## src/journal_header_validator_unit_macros.svh

```systemverilog
// Assertion macros shared by the journal header validator RTL.
// No dependencies; expects signals named clk and rst_n in the using module.
`ifndef JOURNAL_HEADER_VALIDATOR_UNIT_MACROS_SVH
`define JOURNAL_HEADER_VALIDATOR_UNIT_MACROS_SVH

// Same-cycle implication, checked outside reset.
`define JHV_ASSERT_NOW(lbl, ant, cons) \
  lbl: assert property (@(posedge clk) disable iff (!rst_n) (ant) |-> (cons)) \
    else $error("journal header validator check failed");

// Next-cycle implication, checked outside reset.
`define JHV_ASSERT_NEXT(lbl, ant, cons) \
  lbl: assert property (@(posedge clk) disable iff (!rst_n) (ant) |=> (cons)) \
    else $error("journal header validator check failed");

`endif

```

## src/jhv_pkg.sv

```systemverilog
// Package for the journal header validator: header layout, codes, types and
// the CRC-32C byte update. No dependencies.
package jhv_pkg;

  localparam int IDX_W = 5;

  // Byte offsets of the header fields.
  localparam logic [IDX_W-1:0] OFS_VERSION  = 5'd4;
  localparam logic [IDX_W-1:0] OFS_TYPE     = 5'd6;
  localparam logic [IDX_W-1:0] OFS_SEQ      = 5'd8;
  localparam logic [IDX_W-1:0] OFS_LEN      = 5'd16;
  localparam logic [IDX_W-1:0] LEN_LAST     = 5'd19;
  localparam logic [IDX_W-1:0] CRC_SPAN     = 5'd20;
  localparam logic [IDX_W-1:0] HEADER_BYTES = 5'd24;

  localparam logic [31:0] CRC32C_POLY = 32'h82F6_3B78;
  localparam logic [31:0] CRC_INIT    = 32'hFFFF_FFFF;

  // Result codes.
  localparam int OUTCOME_W = 3;
  localparam logic [OUTCOME_W-1:0] OUT_OK          = 3'd0;
  localparam logic [OUTCOME_W-1:0] OUT_MALFORMED   = 3'd1;
  localparam logic [OUTCOME_W-1:0] OUT_CORRUPT     = 3'd2;
  localparam logic [OUTCOME_W-1:0] OUT_UNSUPPORTED = 3'd3;
  localparam logic [OUTCOME_W-1:0] OUT_INVALID     = 3'd4;
  localparam logic [OUTCOME_W-1:0] OUT_OVERSIZED   = 3'd5;

  // Configuration register indexes.
  localparam int CFG_IDX_W = 2;
  localparam logic [CFG_IDX_W-1:0] CFG_MAGIC_WORD      = 2'd0;
  localparam logic [CFG_IDX_W-1:0] CFG_FORMAT_VERSION  = 2'd1;
  localparam logic [CFG_IDX_W-1:0] CFG_PAYLOAD_LIMIT   = 2'd2;
  localparam logic [CFG_IDX_W-1:0] CFG_MAX_RECORD_TYPE = 2'd3;

  typedef struct packed {
    logic [31:0] magic_word;
    logic [15:0] format_version;
    logic [31:0] payload_limit;
    logic [15:0] max_record_type;
  } cfg_t;

  localparam cfg_t CFG_RESET = '{
    magic_word:      32'h0,
    format_version:  16'h0,
    payload_limit:   32'hFFFF_FFFF,
    max_record_type: 16'h0
  };

  typedef struct packed {
    logic [IDX_W-1:0] byte_idx;
    logic [31:0]      running_crc;
    logic [31:0]      magic;
    logic [15:0]      version;
    logic [15:0]      rtype;
    logic [63:0]      seq_num;
    logic [31:0]      length;
    logic [31:0]      crc_field;
    logic             prefix_bad;
  } hdr_t;

  localparam hdr_t HDR_CLEAR = '{
    byte_idx:    '0,
    running_crc: CRC_INIT,
    magic:       '0,
    version:     '0,
    rtype:       '0,
    seq_num:     '0,
    length:      '0,
    crc_field:   '0,
    prefix_bad:  1'b0
  };

  // One byte of reflected CRC-32C: eight shift-and-xor steps.
  function automatic logic [31:0] crc32c_byte(input logic [31:0] crc_in,
                                              input logic [7:0]  data);
    logic [31:0] c;
    c = crc_in ^ {24'h0, data};
    for (int k = 0; k < 8; k++) begin
      c = (c >> 1) ^ (CRC32C_POLY & {32{c[0]}});
    end
    return c;
  endfunction

endpackage

```

## src/jhv_hdr.sv

```systemverilog
// Header capture state for the journal header validator: byte counter,
// running CRC and field capture. Depends on jhv_pkg.
module jhv_hdr (
  input  logic          clk,
  input  logic          rst_n,
  input  logic          step,
  input  logic [7:0]    data_byte,
  input  logic          last_byte,
  input  jhv_pkg::cfg_t cfg,
  output jhv_pkg::hdr_t hdr_nxt
);
  import jhv_pkg::*;

  hdr_t hdr_r;

  // State after taking this byte; the result is judged from these values.
  always_comb begin
    logic [IDX_W-1:0] idx;
    idx     = hdr_r.byte_idx;
    hdr_nxt = hdr_r;
    if (idx < HEADER_BYTES) begin
      if (idx < OFS_VERSION) begin
        hdr_nxt.magic[{idx[1:0], 3'b000} +: 8] =
          hdr_r.magic[{idx[1:0], 3'b000} +: 8] | data_byte;
        if (data_byte != cfg.magic_word[{idx[1:0], 3'b000} +: 8]) begin
          hdr_nxt.prefix_bad = 1'b1;
        end
      end else if (idx < OFS_TYPE) begin
        hdr_nxt.version[{idx[0], 3'b000} +: 8] =
          hdr_r.version[{idx[0], 3'b000} +: 8] | data_byte;
        if (data_byte != cfg.format_version[{idx[0], 3'b000} +: 8]) begin
          hdr_nxt.prefix_bad = 1'b1;
        end
      end else if (idx < OFS_SEQ) begin
        hdr_nxt.rtype[{idx[0], 3'b000} +: 8] =
          hdr_r.rtype[{idx[0], 3'b000} +: 8] | data_byte;
      end else if (idx < OFS_LEN) begin
        hdr_nxt.seq_num[{idx[2:0], 3'b000} +: 8] =
          hdr_r.seq_num[{idx[2:0], 3'b000} +: 8] | data_byte;
      end else if (idx < CRC_SPAN) begin
        hdr_nxt.length[{idx[1:0], 3'b000} +: 8] =
          hdr_r.length[{idx[1:0], 3'b000} +: 8] | data_byte;
        if (idx == LEN_LAST && hdr_nxt.length > cfg.payload_limit) begin
          hdr_nxt.prefix_bad = 1'b1;
        end
      end else begin
        hdr_nxt.crc_field[{idx[1:0], 3'b000} +: 8] =
          hdr_r.crc_field[{idx[1:0], 3'b000} +: 8] | data_byte;
      end
      if (idx < CRC_SPAN) begin
        hdr_nxt.running_crc = crc32c_byte(hdr_r.running_crc, data_byte);
      end
      hdr_nxt.byte_idx = idx + 1'b1;
    end
  end

  always_ff @(posedge clk) begin
    if (!rst_n) begin
      hdr_r <= HDR_CLEAR;
    end else if (step) begin
      hdr_r <= last_byte ? HDR_CLEAR : hdr_nxt;
    end
  end

endmodule

```

## src/jhv_judge.sv

```systemverilog
// Outcome decision for a completed journal header, in priority order.
// Depends on jhv_pkg.
module jhv_judge (
  input  jhv_pkg::hdr_t                     hdr,
  input  jhv_pkg::cfg_t                     cfg,
  output logic [jhv_pkg::OUTCOME_W-1:0]     outcome
);
  import jhv_pkg::*;

  always_comb begin
    if (hdr.byte_idx < HEADER_BYTES) begin
      outcome = OUT_MALFORMED;
    end else if (hdr.magic != cfg.magic_word) begin
      outcome = OUT_CORRUPT;
    end else if (hdr.version != cfg.format_version) begin
      outcome = OUT_UNSUPPORTED;
    end else if (hdr.rtype == '0 || hdr.rtype > cfg.max_record_type) begin
      outcome = OUT_INVALID;
    end else if (hdr.length > cfg.payload_limit) begin
      outcome = OUT_OVERSIZED;
    end else if ((hdr.running_crc ^ CRC_INIT) != hdr.crc_field) begin
      outcome = OUT_CORRUPT;
    end else begin
      outcome = OUT_OK;
    end
  end

endmodule

```

## src/journal_header_validator_unit.sv

```systemverilog
// Top level of the journal header validator: input register, header capture,
// verdict and result register. Depends on jhv_pkg, jhv_hdr, jhv_judge and
// journal_header_validator_unit_macros.svh.
//
//   Channel   Direction  Handshake            Carries
//   in_       input      in_valid / in_stall  one header byte and its end mark
//   out_      output     out_valid/out_stall  one verdict with decoded fields
//   cfg_      input      cfg_valid/cfg_ready  register index and write data
//
// Each byte is taken into an input register; from there the CRC-32C byte
// update, field capture and verdict are worked out in one pass and written to
// the header state and, for a final byte, the result register, so one byte
// enters every cycle while the input does not stall. The result of a final byte
// passes the input register and then the result register before it is valid.
// Reset clears the header state and the valid flags and resets the configuration.
// The input stalls only when a final byte waits in the input register while an
// earlier result is still held in the result register.
`include "journal_header_validator_unit_macros.svh"

module journal_header_validator_unit (
  input  logic                              clk,
  input  logic                              rst_n,
  // Byte input.
  input  logic                              in_valid,
  output logic                              in_stall,
  input  logic [7:0]                        in_data_byte,
  input  logic                              in_last_byte,
  // Result output.
  output logic                              out_valid,
  input  logic                              out_stall,
  output logic [jhv_pkg::OUTCOME_W-1:0]     out_outcome,
  output logic                              out_prefix_ok,
  output logic [15:0]                       out_version_seen,
  output logic [15:0]                       out_record_type,
  output logic [63:0]                       out_sequence_res,
  output logic [31:0]                       out_payload_length,
  output logic [31:0]                       out_stored_crc,
  // Configuration writes.
  input  logic                              cfg_valid,
  output logic                              cfg_ready,
  input  logic [jhv_pkg::CFG_IDX_W-1:0]     cfg_index,
  input  logic [31:0]                       cfg_data
);
  import jhv_pkg::*;

  cfg_t cfg_r;

  logic       s1_valid_r;
  logic [7:0] s1_byte_r;
  logic       s1_last_r;

  logic       out_valid_r;
  logic [OUTCOME_W-1:0] outcome_r;
  logic       prefix_ok_r;
  logic [15:0] version_r;
  logic [15:0] rtype_r;
  logic [63:0] sequence_r;
  logic [31:0] length_r;
  logic [31:0] crc_field_r;

  logic       out_free;
  logic       s1_go;
  logic       s1_load;
  hdr_t       hdr_nxt;
  logic [OUTCOME_W-1:0] outcome_nxt;

  // Configuration is always accepted; the user must write it only while the block is idle.
  assign cfg_ready = 1'b1;

  always_ff @(posedge clk) begin
    if (!rst_n) begin
      cfg_r <= CFG_RESET;
    end else if (cfg_valid) begin
      unique case (cfg_index)
        CFG_MAGIC_WORD:      cfg_r.magic_word      <= cfg_data;
        CFG_FORMAT_VERSION:  cfg_r.format_version  <= cfg_data[15:0];
        CFG_PAYLOAD_LIMIT:   cfg_r.payload_limit   <= cfg_data;
        CFG_MAX_RECORD_TYPE: cfg_r.max_record_type <= cfg_data[15:0];
        default: cfg_r <= cfg_r;
      endcase
    end
  end

  // The result register can take a new verdict if it is empty or being emptied.
  assign out_free = !out_valid_r || !out_stall;
  // A byte in the input register moves on unless it ends a header and no
  // result slot is free; bytes mid-header never need the result register.
  assign s1_go    = s1_valid_r && (!s1_last_r || out_free);
  assign s1_load  = !s1_valid_r || s1_go;
  assign in_stall = !s1_load;

  always_ff @(posedge clk) begin
    if (!rst_n) begin
      s1_valid_r <= 1'b0;
    end else if (s1_load) begin
      s1_valid_r <= in_valid;
    end
  end

  always_ff @(posedge clk) begin
    if (s1_load && in_valid) begin
      s1_byte_r <= in_data_byte;
      s1_last_r <= in_last_byte;
    end
  end

  jhv_hdr u_hdr (
    .clk       (clk),
    .rst_n     (rst_n),
    .step      (s1_go),
    .data_byte (s1_byte_r),
    .last_byte (s1_last_r),
    .cfg       (cfg_r),
    .hdr_nxt   (hdr_nxt)
  );

  jhv_judge u_judge (
    .hdr     (hdr_nxt),
    .cfg     (cfg_r),
    .outcome (outcome_nxt)
  );

  always_ff @(posedge clk) begin
    if (!rst_n) begin
      out_valid_r <= 1'b0;
    end else if (s1_go && s1_last_r) begin
      out_valid_r <= 1'b1;
    end else if (!out_stall) begin
      out_valid_r <= 1'b0;
    end
  end

  // The decoded fields go out whatever the outcome is.
  always_ff @(posedge clk) begin
    if (s1_go && s1_last_r) begin
      outcome_r   <= outcome_nxt;
      prefix_ok_r <= !hdr_nxt.prefix_bad;
      version_r   <= hdr_nxt.version;
      rtype_r     <= hdr_nxt.rtype;
      sequence_r  <= hdr_nxt.seq_num;
      length_r    <= hdr_nxt.length;
      crc_field_r <= hdr_nxt.crc_field;
    end
  end

  assign out_valid          = out_valid_r;
  assign out_outcome        = outcome_r;
  assign out_prefix_ok      = prefix_ok_r;
  assign out_version_seen   = version_r;
  assign out_record_type    = rtype_r;
  assign out_sequence_res   = sequence_r;
  assign out_payload_length = length_r;
  assign out_stored_crc     = crc_field_r;

  // A stall must come only from a final byte blocked by a held result.
  `JHV_ASSERT_NOW(a_stall_cause, in_stall, s1_valid_r && s1_last_r && out_valid_r && out_stall)
  // A final byte that moves on always yields a result in the next cycle.
  `JHV_ASSERT_NEXT(a_result_follows, s1_go && s1_last_r, out_valid_r)
  // Only defined result codes ever leave the block.
  `JHV_ASSERT_NOW(a_outcome_legal, out_valid_r, outcome_r <= OUT_OVERSIZED)

endmodule

```

## config.mk

```make
export PLATFORM = sky130hd
export DESIGN_NAME = journal_header_validator_unit
export DESIGN_NICKNAME = d
export VERILOG_FILES = /design/src/jhv_pkg.sv /design/src/jhv_hdr.sv /design/src/jhv_judge.sv /design/src/journal_header_validator_unit.sv
export VERILOG_INCLUDE_DIRS = /design/src /design/src/src
export SDC_FILE = /design/constraint.sdc
export NUM_CORES = 1
export LEC_CHECK = 0
export BUFFER_PORTS_ARGS = -buffer_cell sky130_fd_sc_hd__buf_2
export CORE_AREA = 2 2 384 234
export CTS_CLUSTER_DIAMETER = 80
export DETAILED_ROUTE_END_ITERATION = 10
export DIE_AREA = 0 0 386 236
export PLACE_DENSITY = 0.56
export SYNTH_ARGS = -nofsm -noshare
export SYNTH_HDL_FRONTEND = slang
export SYNTH_SLANG_ARGS = --single-unit
```

## constraint.sdc

```tcl
create_clock -name clk -period 5.7 [get_ports clk]
set_input_delay 0.57 -clock clk [delete_from_list [all_inputs] [get_ports clk]]
set_output_delay 0.57 -clock clk [all_outputs]
set_load 0.1 [all_outputs]
```

==> flow_summary.yaml, run 1 <==
run_status:
  outcome: "finished clean"
power_and_ir_drop:
  power.internal_mw: 6.608
  switching_share: 0.3166
  pwr-share-seq: 0.400
  p_leak_nw: 11.37
  finalPower_mw: 9.669
  p_sw_mw: 3.061
  p_clk_frac: 0.376
  powerDensity_nw_per_um2: 319.3
  ir_drop_uv: 210.2
  comb_power_share: 0.224
worst_hold_path:
  holdCritPathClass: "input pin to flop"
  hold-path-cell-count: 1
synthesis:
  ys_warn_count: 0
  synth_top_area_cell: "dfxtp_1"
  synthTopCellsByArea: "dfxtp_1 (25%), edfxtp_1 (20%), nand2_1 (5.6%)"
  synth_edf_count: 173
  ys_types: 80
  synthFlopType: "dfxtp_1"
  syn-num-nets: 2851
  ys_seq_area_frac: 0.4510
  syn-instance-count: 2716
  synth.ff_latch_count: 501
  synth_async_sr_flop_share: 0
  avgSynthCellArea_um2: 9.601
  synthesis.area_um2: 26080
  yosysTopAreaCellShare: 0.2518
finish:
  drive_gt1_frac: 0.1557
  multi_input_area_um2: 13120
  syn_to_final_growth_pct: 16.12
  seqCellArea_um2: 11770
  antennaDiodeCount: 0
  layout.nets: 3001
  fill_cells: 8971
floorplan:
  die_w_um: 386
  initial_core_util: 0.2958
  die_area_um2: 91100
  io_pins: 215
  core_area_um2: 88170
  num_rows: 85
  die_y_um: 236
detailed_routing:
  ant_nets: 0
  wl_met1_um: 49160
  num_vias: 21976
  drc_errors: 0
  drt-initial-drc-count: 3002
  avgViaCountPerCell: 5.382
  maxUsedRoutingLayer: "met5"
  wl_met3_um: 9800
  first_pass_iters: 7
  post_drt_wl_per_cell_um: 24.13
  wl_um: 98530
  wl_met2_um: 38120
clock_network:
  cts-root-buf: "clkbuf_16"
  ctsResizeCount: 0
  cts.clk_slew.worst_paths_ns: 0.07
  clk_latency_ns: 0.65
  clock_path_buffers: 3
  cts_tree: "built"
  numCtsBuffers: 52
  cts_setup_buffers: 0
  htree_levels: 2
  numClockSinks: 501
  cts_hold_buf: 0
flow_run:
  max_cap_violations: 0
timing:
  worst_pin_slew_ns: 1.172
  setup_tns_ns: 0
  relSlewSlack: 0.2190
  fin_crit_sh: 0.9027
  finalSetupViolCount: 0
  clock.fmax_ghz: 0.1943
  worst_clock_skew_ns: 0.04807
  rsz0062_at_grt: "false"
  period_minus_slack_ns: 5.145
  hold_viol_final: 0
  slew_viol_final: 0
global_route:
  grt_start_max_net_pins: 111
  grt_pass1_vias: 20328
  globalRouteOverflowTotal: 0
  antenna_found_initial: 1
  grt_pass1_wl_um: 143100
  grt_usage: 0.2103
placed_design:
  gp_congestion: 0.9998
  io_buffers: 213
  dp_hpwl_um: 71690
critical_path:
  r2r_slack_ns: 0.55
  r2r_cells: 12
  crit_type: "flop to flop"
  cp.arrival_ns: 5.51
  critPathLaunchType: "flop"
  crit_fanout: 14
  end_kind: "flop"
  crit_required_ns: 6.07
==> state kept, by name, summed over array words and instances, names as in the netlist <==
signal,count
s1_last_r,1
out_payload_length,32
cfg_r,96
out_outcome,3
s1_valid_r,1
out_version_seen,16
s1_byte_r,8
out_sequence_res,64
out_stored_crc,32
out_record_type,16
out_valid,1
out_prefix_ok,1
u_hdr.hdr_r,230
==> layer usage <==
layer  GRT usage  vias up
li1            -    10114
met1      0.3378    10736
met2      0.2759     1009
met3     0.05409      115
met4     0.03714        2
met5           0        -
==> layout by cell type, fill, tap and decap left out, types with 32 or more instances in the layout <==
cell and instances:
inv_1 140, mux4_2 48, nand2_1 390, a21oi_1 68, a22oi_1 174, o22ai_1 44
buf_4 63, ha_1 87, a21o_1 32, nor2_1 89, nor2b_1 167, o31ai_1 48
xor2_1 42, xnor2_1 105, nor3_1 32, o21ai_0 115, o211ai_1 70, dfxtp_1 326
edfxtp_1 173, clkbuf_16 52, a21boi_0 69, buf_2 212
==> area by class of cell <==
type,instances,share of cell area
inverter,141,0.01764
multi-input combinational,1890,0.4333
clock inverter,29,0.01202
clock buffer,68,0.04628
timing repair buffer,280,0.05367
tap,1174,0.04851
sequential,501,0.3886
==> path summary, 6_finish.rpt <==
path | start | end
setup / recovery | u_hdr.hdr_r[225]$_SDFFE_PN0P_ | out_outcome[1]$_SDFFCE_PN0P_
hold reg to reg | cfg_r[3]$_SDFFE_PN0P_ | cfg_r[3]$_SDFFE_PN0P_
hold / removal | in_data_byte[0] | s1_byte_r[0]$_DFFE_PP_
setup reg to reg | u_hdr.hdr_r[225]$_SDFFE_PN0P_ | out_outcome[1]$_SDFFCE_PN0P_
==> cell families after synthesis <==
| family | count (synthesis) | synth area share |
|---|---|---|
| and+or+nand+nor | 841 | 0.1572 |
| xor gates and xnor gates | 163 | 0.06175 |
| muxes | 62 | 0.04688 |
| buffers and inverters | 325 | 0.04731 |
| DFF | 501 | 0.4510 |
| AOI/OAI and AO/OA | 736 | 0.1939 |
| other | 1 | 0.0001438 |
| adders and majority gates | 87 | 0.04174 |
==> worst max-delay path: stages (launching register included) <==
cell       delay [ns]
dfxtp_4          0.36
inv_1            0.20
ha_1             0.74
nand4bb_1        0.62
nor2_1           0.70
o32ai_1          0.26
a221oi_1         0.39
nand4_1          0.14
nor4_1           0.31
nand4_1          0.20
nor2_1           0.38
o21ai_0          0.35
o211a_1          0.20
==> per-stage QoR <==
step	worst slack, ns	hold WS [ns]	area, µm²	util	cells
6_report	0.5546	0.09662	30280	0.3435	4083
5_1_grt	0.3101	0.08638	30280	0.3435	4083
4_1_cts	0.6778	0.06496	30280	0.3435	4083
3_5_place_dp	0.7215	0.4595	28520	0.3234	3986
3_3_place_gp	0.7616	0.4547	28520	0.3234	3986
2_1_floorplan	0.6942	0.4374	26080	-	2716
==> power groups by stage <==
stage	Clock, mW	Combinational [mW]	Sequential (mW)
after floorplan	0	1.38	4.10
after global placement	0	2.13	3.94
after detailed placement	0	2.11	3.94
after CTS	3.73	2.13	3.86
after global routing	3.87	2.30	3.87
final	3.64	2.17	3.87
==> cells in the mapped netlist, drive strengths merged, types with 44 or more instances <==
cell	number
a21boi	69
a21oi	68
a22oi	174
clkbuf	164
dfxtp	328
edfxtp	173
ha	87
inv	141
mux4	48
nand2	391
nor2	91
nor2b	167
o211ai	70
o21ai	133
o22ai	44
o31ai	48
xnor2	111
xor2	44
(Power assumes the default switching activity.)
==> inputs of run 2 (changes only) <==
Clock period 5.7 ns to 4.9 ns, I/O delays scaled along.
==> run 2 against run 1 <==
Against the previous run: non-clock buffer count is 36 higher; critical path depth is 2 lower; sequential power is 16% higher; via count is 0.71% higher; power is 18% higher; flip-flop and latch count stayed put; largest power group unchanged; largest cell class unchanged; highest routed layer unchanged.
==> flow_summary.yaml, run 2 (synthesis gave the netlist of run 1 again) <==
critical_path:
  crit_type: "flop to flop"
  crit_required_ns: 5.27
  end_kind: "flop"
  cp.arrival_ns: 5.00
  critPathLaunchType: "flop"
  crit_fanout: 9
detailed_routing:
  wl_um: 98610
  avgViaCountPerCell: 5.368
  ant_nets: 0
  num_vias: 22131
  maxUsedRoutingLayer: "met5"
  first_pass_iters: 6
  post_drt_wl_per_cell_um: 23.92
  wl_met1_um: 48440
  drt-initial-drc-count: 2794
  drc_errors: 0
  wl_met3_um: 10840
  wl_met2_um: 37530
timing:
  period_minus_slack_ns: 4.633
  fin_crit_sh: 0.9456
  finalSetupViolCount: 0
  worst_clock_skew_ns: 0.05091
  worst_pin_slew_ns: 1.139
  relSlewSlack: 0.2324
  fin_ws_ns: 0.2666
  setup_tns_ns: 0
  hold_viol_final: 0
  clock.fmax_ghz: 0.2158
  slew_viol_final: 0
  rsz0062_at_grt: "false"
finish:
  final_common_cell: "nand2_1"
  drive_gt1_frac: 0.1672
  layout_common_cells: "nand2_1 (390), dfxtp_1 (326), buf_2 (212)"
  syn_to_final_growth_pct: 17.69
  layout.nets: 3038
  fill_cells: 8984
  regMostFlops: "u_hdr.hdr_r"
  finish.utilization: 0.3481
  largest_reg_flops: 230
power_and_ir_drop:
  p_clk_frac: 0.379
  ir_drop_uv: 285.6
  finalPower_mw: 11.40
  switching_share: 0.3175
  p_sw_mw: 3.621
  power.internal_mw: 7.783
  p_leak_nw: 11.59
  comb_power_share: 0.226
  pwr-share-seq: 0.394
  powerDensity_nw_per_um2: 371.6
worst_hold_path:
  holdCritPathClass: "input pin to flop"
clock_network:
  htree_levels: 2
  numCtsBuffers: 53
  numClockSinks: 501
  cts-root-buf: "clkbuf_16"
  clock_path_buffers: 3
  clk_latency_ns: 0.65
  cts.clk_slew.worst_paths_ns: 0.07
  cts_tree: "built"
global_route:
  grt_pass1_vias: 20395
  grt_usage: 0.2118
  grt_start_max_net_pins: 203
  grt_pass1_wl_um: 143900
  globalRouteOverflowTotal: 0
  antenna_found_initial: 3
floorplan:
  core_area_um2: 88170
  num_rows: 85
  die_y_um: 236
  die_area_um2: 91100
  io_pins: 215
  initial_core_util: 0.2958
  die_w_um: 386
placed_design:
  io_buffers: 213
  place_ws_ns: 0.4226
  gp_congestion: 1.005
  dp_hpwl_um: 72590
run_status:
  outcome: "finished clean"
flow_run:
  max_cap_violations: 0
run 2: cell types whose count changed in the layout (fill, tap and decap cells not counted), moves of 2 or more:
cell,delta
buf_12,+2
clkbuf_16,+6
clkinv_4,+2
inv_6,-4
clkbuf_1,-8
dlygate4sd3_1,+6
bufinv_16,-3
buf_4,+28
clkinv_2,+3
clkinvlp_4,+3
run 2: critical path, cell delays in order, from the launching register on:
cell      delay, ns
edfxtp_1       0.66
xnor2_2        0.83
xnor3_1        0.42
a21oi_1        0.21
xnor2_1        0.07
or4_1          0.50
nor4_1         0.44
and4_1         0.25
nand4_1        0.09
or4_1          0.62
o211a_1        0.26
run 2: metrics by stage:
step | cell area [µm²] | std cells | hold slack (ns)
final | 30690 | 4123 | 0.05609
after global routing | 30690 | 4122 | 0.03342
after detailed placement | 28770 | 4016 | 0.4613
after global placement | 28770 | 4016 | 0.4551
after floorplan | 26080 | 2716 | 0.4374
after CTS | 30690 | 4122 | 0.02051
run 2: metal layers:
metal | global-route usage | vias up
met3 | 0.06612 | 114
met5 | 0 | -
met2 | 0.2721 | 1063
met1 | 0.3350 | 10753
met4 | 0.04433 | 6
li1 | - | 10195
run 2: worst paths after layout:
kind / cells after the start / slack (ns) / endpoint / from
setup / recovery: 10 / 0.27 / out_outcome[1]$_SDFFCE_PN0P_ / s1_byte_r[5]$_DFFE_PP_
hold / removal: 1 / 0.06 / s1_byte_r[1]$_DFFE_PP_ / in_data_byte[1]
setup reg to reg: 10 / 0.27 / out_outcome[1]$_SDFFCE_PN0P_ / s1_byte_r[5]$_DFFE_PP_
hold reg to reg: 2 / 0.47 / cfg_r[9]$_SDFFE_PN0P_ / cfg_r[9]$_SDFFE_PN0P_
run 2: power groups by stage:
| stage | registers [mW] | logic (mW) | clock network [mW] |
|---|---|---|---|
| 6_report | 4.50 | 2.58 | 4.33 |
| 4_1_cts | 4.49 | 2.52 | 4.44 |
| 2_1_floorplan | 4.77 | 1.61 | 0 |
| 5_1_grt | 4.50 | 2.74 | 4.62 |
| 3_5_place_dp | 4.58 | 2.50 | 0 |
| 3_3_place_gp | 4.59 | 2.51 | 0 |
run 2: what timing repair did:
item | in CTS | in global routing
gates resized for setup | 0 | 0
endpoints found under the hold margin | 6 | 0
setup endpoints to repair | 0 | 0
hold buffers | 6 | 0
setup buffers | 0 | 0
run 2: final cells by class:
cell class,instances,area [µm²],share of cell area
inverters,141,533.0,0.01737
clock inverters,33,329.1,0.01072
flip-flops and latches,501,11770,0.3834
diodes,1,2.502,0.00008153
clock buffers,67,1535,0.05002
repair buffers,316,1936,0.06307
multi-input cells,1890,13120,0.4275
well taps,1174,1469,0.04786
